## config.mk

```make
export PLATFORM = sky130hd
export DESIGN_NAME = fppc_ctrl
export DESIGN_NICKNAME = d
export VERILOG_FILES = /design/src/design/fppc_pkg.sv /design/src/design/fppc_ctrl.sv
export SDC_FILE = /design/constraint.sdc
export NUM_CORES = 1
export LEC_CHECK = 0
export BUFFER_PORTS_ARGS = -buffer_cell sky130_fd_sc_hd__buf_2
export CAP_MARGIN = 40
export CELL_PAD_IN_SITES_DETAIL_PLACEMENT = 1
export CELL_PAD_IN_SITES_GLOBAL_PLACEMENT = 1
export CORE_AREA = 2 2 39 41
export DETAILED_ROUTE_END_ITERATION = 10
export DIE_AREA = 0 0 41 43
export PLACE_DENSITY = 0.41
export SYNTH_ARGS = -nofsm -noshare
export SYNTH_HDL_FRONTEND = slang
export SYNTH_SLANG_ARGS = --single-unit
export TNS_END_PERCENT = 20
```

## constraint.sdc

```tcl
create_clock -name clk -period 1.3 [get_ports clk]
set_input_delay 0.195 -clock clk [delete_from_list [all_inputs] [get_ports clk]]
set_output_delay 0.195 -clock clk [all_outputs]
set_load 0.005 [all_outputs]
```

## src/design/fppc_pkg.sv

```systemverilog
// Shared types, key codes and segment patterns of the frequency preset panel controller.
package fppc_pkg;

  // Decoded key codes.
  localparam logic [4:0] KEY_DIGIT0  = 5'd0;
  localparam logic [4:0] KEY_DIGIT9  = 5'd9;
  localparam logic [4:0] KEY_ENTER   = 5'd10;
  localparam logic [4:0] KEY_PRESET  = 5'd11;
  localparam logic [4:0] KEY_BANK_DN = 5'd12;
  localparam logic [4:0] KEY_SLOT_DN = 5'd13;
  localparam logic [4:0] KEY_BANK_UP = 5'd14;
  localparam logic [4:0] KEY_SLOT_UP = 5'd15;
  localparam logic [4:0] KEY_STORE   = 5'd16;
  localparam logic [4:0] KEY_NONE    = 5'd17;

  // Digit entry modes.
  localparam logic [1:0] MODE_OFF  = 2'd0;
  localparam logic [1:0] MODE_HIGH = 2'd1;
  localparam logic [1:0] MODE_LOW  = 2'd2;

  // Slot address width in bits in the store address layout (16 slots per bank).
  localparam int SLOT_W = 4;

  // Flash length and intensity levels.
  localparam logic [3:0] FLASH_LEN  = 4'd8;
  localparam logic [3:0] LEVEL_ON   = 4'h8;
  localparam logic [3:0] LEVEL_OFF  = 4'h0;
  localparam logic [7:0] SEG_DP     = 8'h80;

  // Controller states.
  typedef enum logic [1:0] {
    ST_IDLE,
    ST_READ,
    ST_EXEC
  } state_t;

  // Commands from the controller to the datapath.
  typedef struct packed {
    logic capture;
    logic commit;
  } cmd_t;

  // Status from the datapath to the controller.
  typedef struct packed {
    logic out_full;
  } status_t;

  // Seven-segment pattern of a hexadecimal nibble.
  function automatic logic [7:0] seg_of(input logic [3:0] d);
    logic [7:0] s;
    case (d)
      4'h0: s = 8'h7E;
      4'h1: s = 8'h30;
      4'h2: s = 8'h6D;
      4'h3: s = 8'h79;
      4'h4: s = 8'h33;
      4'h5: s = 8'h5B;
      4'h6: s = 8'h5F;
      4'h7: s = 8'h70;
      4'h8: s = 8'h7F;
      4'h9: s = 8'h7B;
      4'hA: s = 8'h77;
      4'hB: s = 8'h1F;
      4'hC: s = 8'h4E;
      4'hD: s = 8'h3D;
      4'hE: s = 8'h4F;
      default: s = 8'h47;
    endcase
    return s;
  endfunction

endpackage

```

## src/design/fppc_ctrl.sv

```systemverilog
// Controller state machine: accept an item, read the stores, then commit the item.
module fppc_ctrl import fppc_pkg::*; (
  input  logic    clk,
  input  logic    rst_n,
  input  logic    in_valid,
  output logic    in_ready,
  input  logic    out_ready,
  input  status_t status,
  output cmd_t    cmd
);

  state_t state_r, state_nxt;

  // State register.
  always_ff @(posedge clk) begin
    if (!rst_n) begin
      state_r <= ST_IDLE;
    end else begin
      state_r <= state_nxt;
    end
  end

  // Next state.
  always_comb begin
    state_nxt = state_r;
    unique case (state_r)
      ST_IDLE: if (in_valid) state_nxt = ST_READ;
      ST_READ: state_nxt = ST_EXEC;
      ST_EXEC: if (!status.out_full || out_ready) state_nxt = ST_IDLE;
      default: state_nxt = ST_IDLE;
    endcase
  end

  // Outputs: the item commits once the output register can take its result.
  always_comb begin
    in_ready    = 1'b0;
    cmd.capture = 1'b0;
    cmd.commit  = 1'b0;
    unique case (state_r)
      ST_IDLE: begin
        in_ready    = 1'b1;
        cmd.capture = in_valid;
      end
      ST_READ: ;
      ST_EXEC: cmd.commit = !status.out_full || out_ready;
      default: ;
    endcase
  end

endmodule

```

Word level (Yosys, flattened, before mapping)
Index checks and enable logic that the tools add are counted.
{"block": "word_totals", "word_cells": 15, "ff_bits": 2, "out_inout_bits": 3}
{"block": "op_classes", "n_reduce_logical": 4, "n_eq_ne": 4, "muxes": 6}
{"operator": "one-hot mux 2 bit (3 select lines)", "count": 1}
{"operator": "2-to-1 mux 2 bit", "count": 2}
{"operator": "inequality test 2 bit (second input constant)", "count": 2}
{"operator": "2-to-1 mux 1 bit", "count": 3}
{"operator": "== test 2 x 1 -> 1 bit (second input constant)", "count": 1}
{"operator": "== test 2 bit (second input constant)", "count": 1}
{"operator": "zero test 2 bit", "count": 1}
{"operator": "AND reduction 2 bit", "count": 1}
{"operator": "zero test 1 bit", "count": 1}
{"operator": "logical OR 1 bit", "count": 1}

Depth between registers and ports, before layout
{"block": "depth", "word_depth": 4, "mapped_depth": 2}

Worst setup path after synthesis
OpenSTA, ideal clock, no wires.
{"block": "synth_timing", "path_kind": "flip-flop to flip-flop", "start": "reg state_r[0]", "end": "reg state_r[1]", "n_path_buf": 0, "required_ns": 1.185, "t_arrival_ns": 0.710, "setup_ns": 0.115, "stages_incl_launch_ff": 3, "path_slack_ns": 0.476, "cell_sequence": "dfxtp_1 -> and4bb_1 -> o21a_1"}
{"block": "synth_via", "elab_chain_len": 3}
{"element": "start: declaration", "line_no": "fppc_ctrl.sv:12", "rtl": "state_t state_r, state_nxt;"}
{"element": "start signal: assignment", "line_no": "fppc_ctrl.sv:19", "rtl": "state_r <= state_nxt;"}
{"element": "== test 2 bit or zero test 2 bit (tied branches)", "line_no": "fppc_ctrl.sv:26", "rtl": "unique case (state_r)"}
{"element": "inequality test 2 bit (no source line)"}
{"element": "AND reduction 2 bit (no source line)"}
Parallel ways exist; a longest one is shown, timed or not.
A chain may end at the register's enable or synchronous reset.

==> flow_summary.yaml <==
sta:
  skew_ps: 2.039
  timing.fmax_mhz: 875.1
  max_slew.worst_pin.slew_ps: 168.1
  final-hold-violation-count: 0
  fin_crit_ps: 1143
  whs_ps: 189.0
  slew_headroom: 0.8878
  fin_ws_ps: 157.3
  fin_crit_sh: 0.8790
  setup_tns_ps: 0
  setup-violations-final: 0
  final-max-slew-violation-count: 0
  grt_setup_unrepaired: "no"
clock_tree:
  htreeDepth: 1
  clock_latency_ps: 230
  clkTransAtPathRegs_ps: 30
  cts_setup_buffers: 0
  numCtsBuffers: 3
  cts-root-buf: "clkbuf_4"
  clockBufferDepth: 2
  cts.repair.resized: 0
  cts_tree: "built"
  cts_num_sinks: 2
  hold_buffers: 0
run_status:
  status: "finished clean"
worst_setup_path:
  crit_buf_inv: 1
  crit_arrival_ps: 950
  ff2ff_path_depth: 2
  cp_max_fo: 5
  critical-path-max-stage-delay_ps: 380
  reg2reg_slack_ps: 420
  crit_type: "flop to primary output"
  cp_slowest_cell: "dfxtp_1"
  critPathRequiredTime_ps: 1110
  start_kind: "flop"
  worstPathCellList: "nor3b_1, buf_2"
  r2r-start: "state_r[0]$_SDFFE_PN0P_"
  cp-end-kind: "primary output"
  r2r-end: "state_r[1]$_SDFFE_PN0P_"
  cpLargestDelayFamily: "flip-flops"
synthesis:
  syn-cell-area_um2: 102.6
  synth_cell_types: 8
  ys_warn_count: 0
  synth_area_leader_cell: "dfxtp_1"
  synth_top_cells_by_area: "dfxtp_1, and4bb_1, nor2b_1, nor3b_2, nor3b_1"
  postSynthAreaPerCell_um2: 10.26
  syn_nets: 15
  yosysTopAreaCellShare: 0.3902
  seq_area_frac_synth: 0.3902
  syn_inst: 10
  yosys_register_bits: 2
power_and_ir_drop:
  power_density_nw_per_um2: 1301
  power_leakage_uw: 0.00008415
  vdd_ir_drop_max_uv: 358.0
layout:
  area_growth_pct: 75.61
  n_antenna_cell: 0
  largest_register_ffs: 2
  fin_nets: 27
  post-route-util: 0.1302
  largest_register: "state_r"
  nFillCells: 164
  drive_gt1_frac: 0.5500
  reg.largest.list: "state_r: 2 flops"
grt:
  first_global_vias: 129
  antenna_found_initial: 0
  grt_pass1_wl_um: 483
  overflow: 0
  grtUsageMet1: 0.05112
  busiest_layer: "met4"
  grt_max_degree: 6
  grt_usage: 0.04810
  grtUsageMet2: 0.04375
  use_met3: 0.04712
worst_hold_path:
  min_path_type: "input pin to flop"
  hold_depth: 2
  hold_start: "rst_n"
  min_to: "state_r[0]$_SDFFE_PN0P_"
floorplan:
  num_io_pins: 8
  initial_core_util: 0.07414
  core_area_um2: 1384
  die_h_um: 43
  die_area_um2: 1763
  rows: 14
  fp.dieW_um: 41
placement:
  io_buffers: 7
  gp_congestion: 0.5543
  dp_slack_ps: 386.2
detailed_routing:
  vias_per_cell: 3.222
  num_vias: 116
  dr.pass1.iters: 2
  wl_per_cell_um: 7.944
  postRouteAntennaNets: 0
  drtIter0Drc: 1
  totalWireLength_um: 286
  remaining_drc_errors: 0
job:
  drv_cap: 0
placed cells by master, fill, tap and decap left out:
master,count
and2_1,1
and4bb_1,1
buf_2,7
clkbuf_4,3
dfxtp_1,2
nor2_1,1
nor2b_1,2
nor3b_1,1
nor3b_2,1
o21a_1,1
cell usage after synthesis (all sizes together):
cell and n:
nor3b 2, and4bb 1, dfxtp 2, and2 1, o21a 1, nor2 1, nor2b 2
metrics by stage:
step / std cells / total power [uW] / area [um^2]
6_report: 36 / 234.4 / 180.2
5_1_grt: 36 / 254.6 / 180.2
4_1_cts: 36 / 246.3 / 180.2
3_5_place_dp: 33 / 96.98 / 157.7
3_3_place_gp: 33 / 96.27 / 157.7
2_1_floorplan: 10 / 81.82 / 102.6
logic make-up (layout without fill, tap and decap cells):
logic type	count (synthesis)	count (layout)	synth area share
flip-flops	2	2	0.3903
AND/OR/NAND/NOR	7	7	0.5366
AO/OA/AOI/OAI	1	1	0.07320
buffers and inverters	0	10	0
power by group:
group	internal (uW)	switching (uW)	leakage, uW	total [uW]
registers	65.4	4.46	0.0000165	69.9
clock network	102	36.7	0.0000138	139
logic	16.4	9.40	0.0000539	25.9
total	184	50.6	0.0000841	234
cell type report:
type / count / area [um^2] / area share
flip-flops and latches: 2 / 40.04 / 0.2222
multi-input cells: 8 / 62.56 / 0.3472
well taps: 16 / 20.02 / 0.1111
repair buffers: 7 / 35.03 / 0.1944
clock buffers: 3 / 22.52 / 0.1250
per-layer routing:
metal	wire (um)	up-vias	share of wire
met5	0	-	0
met4	0	0	0
met3	37	0	0.13
met2	105	10	0.37
met1	143	51	0.50
li1	-	55	-
how the worst max path moves through the flow:
stage	start	end	cells past startpoint
final	state_r[1]$_SDFFE_PN0P_	cmd[0]	2
after global routing	state_r[1]$_SDFFE_PN0P_	cmd[0]	2
after detailed placement	status	cmd[0]	4
after floorplan	state_r[0]$_SDFFE_PN0P_	state_r[1]$_SDFFE_PN0P_	2
after global placement	status	cmd[0]	4
after CTS	state_r[1]$_SDFFE_PN0P_	cmd[0]	2
(Power assumes the default switching activity.)
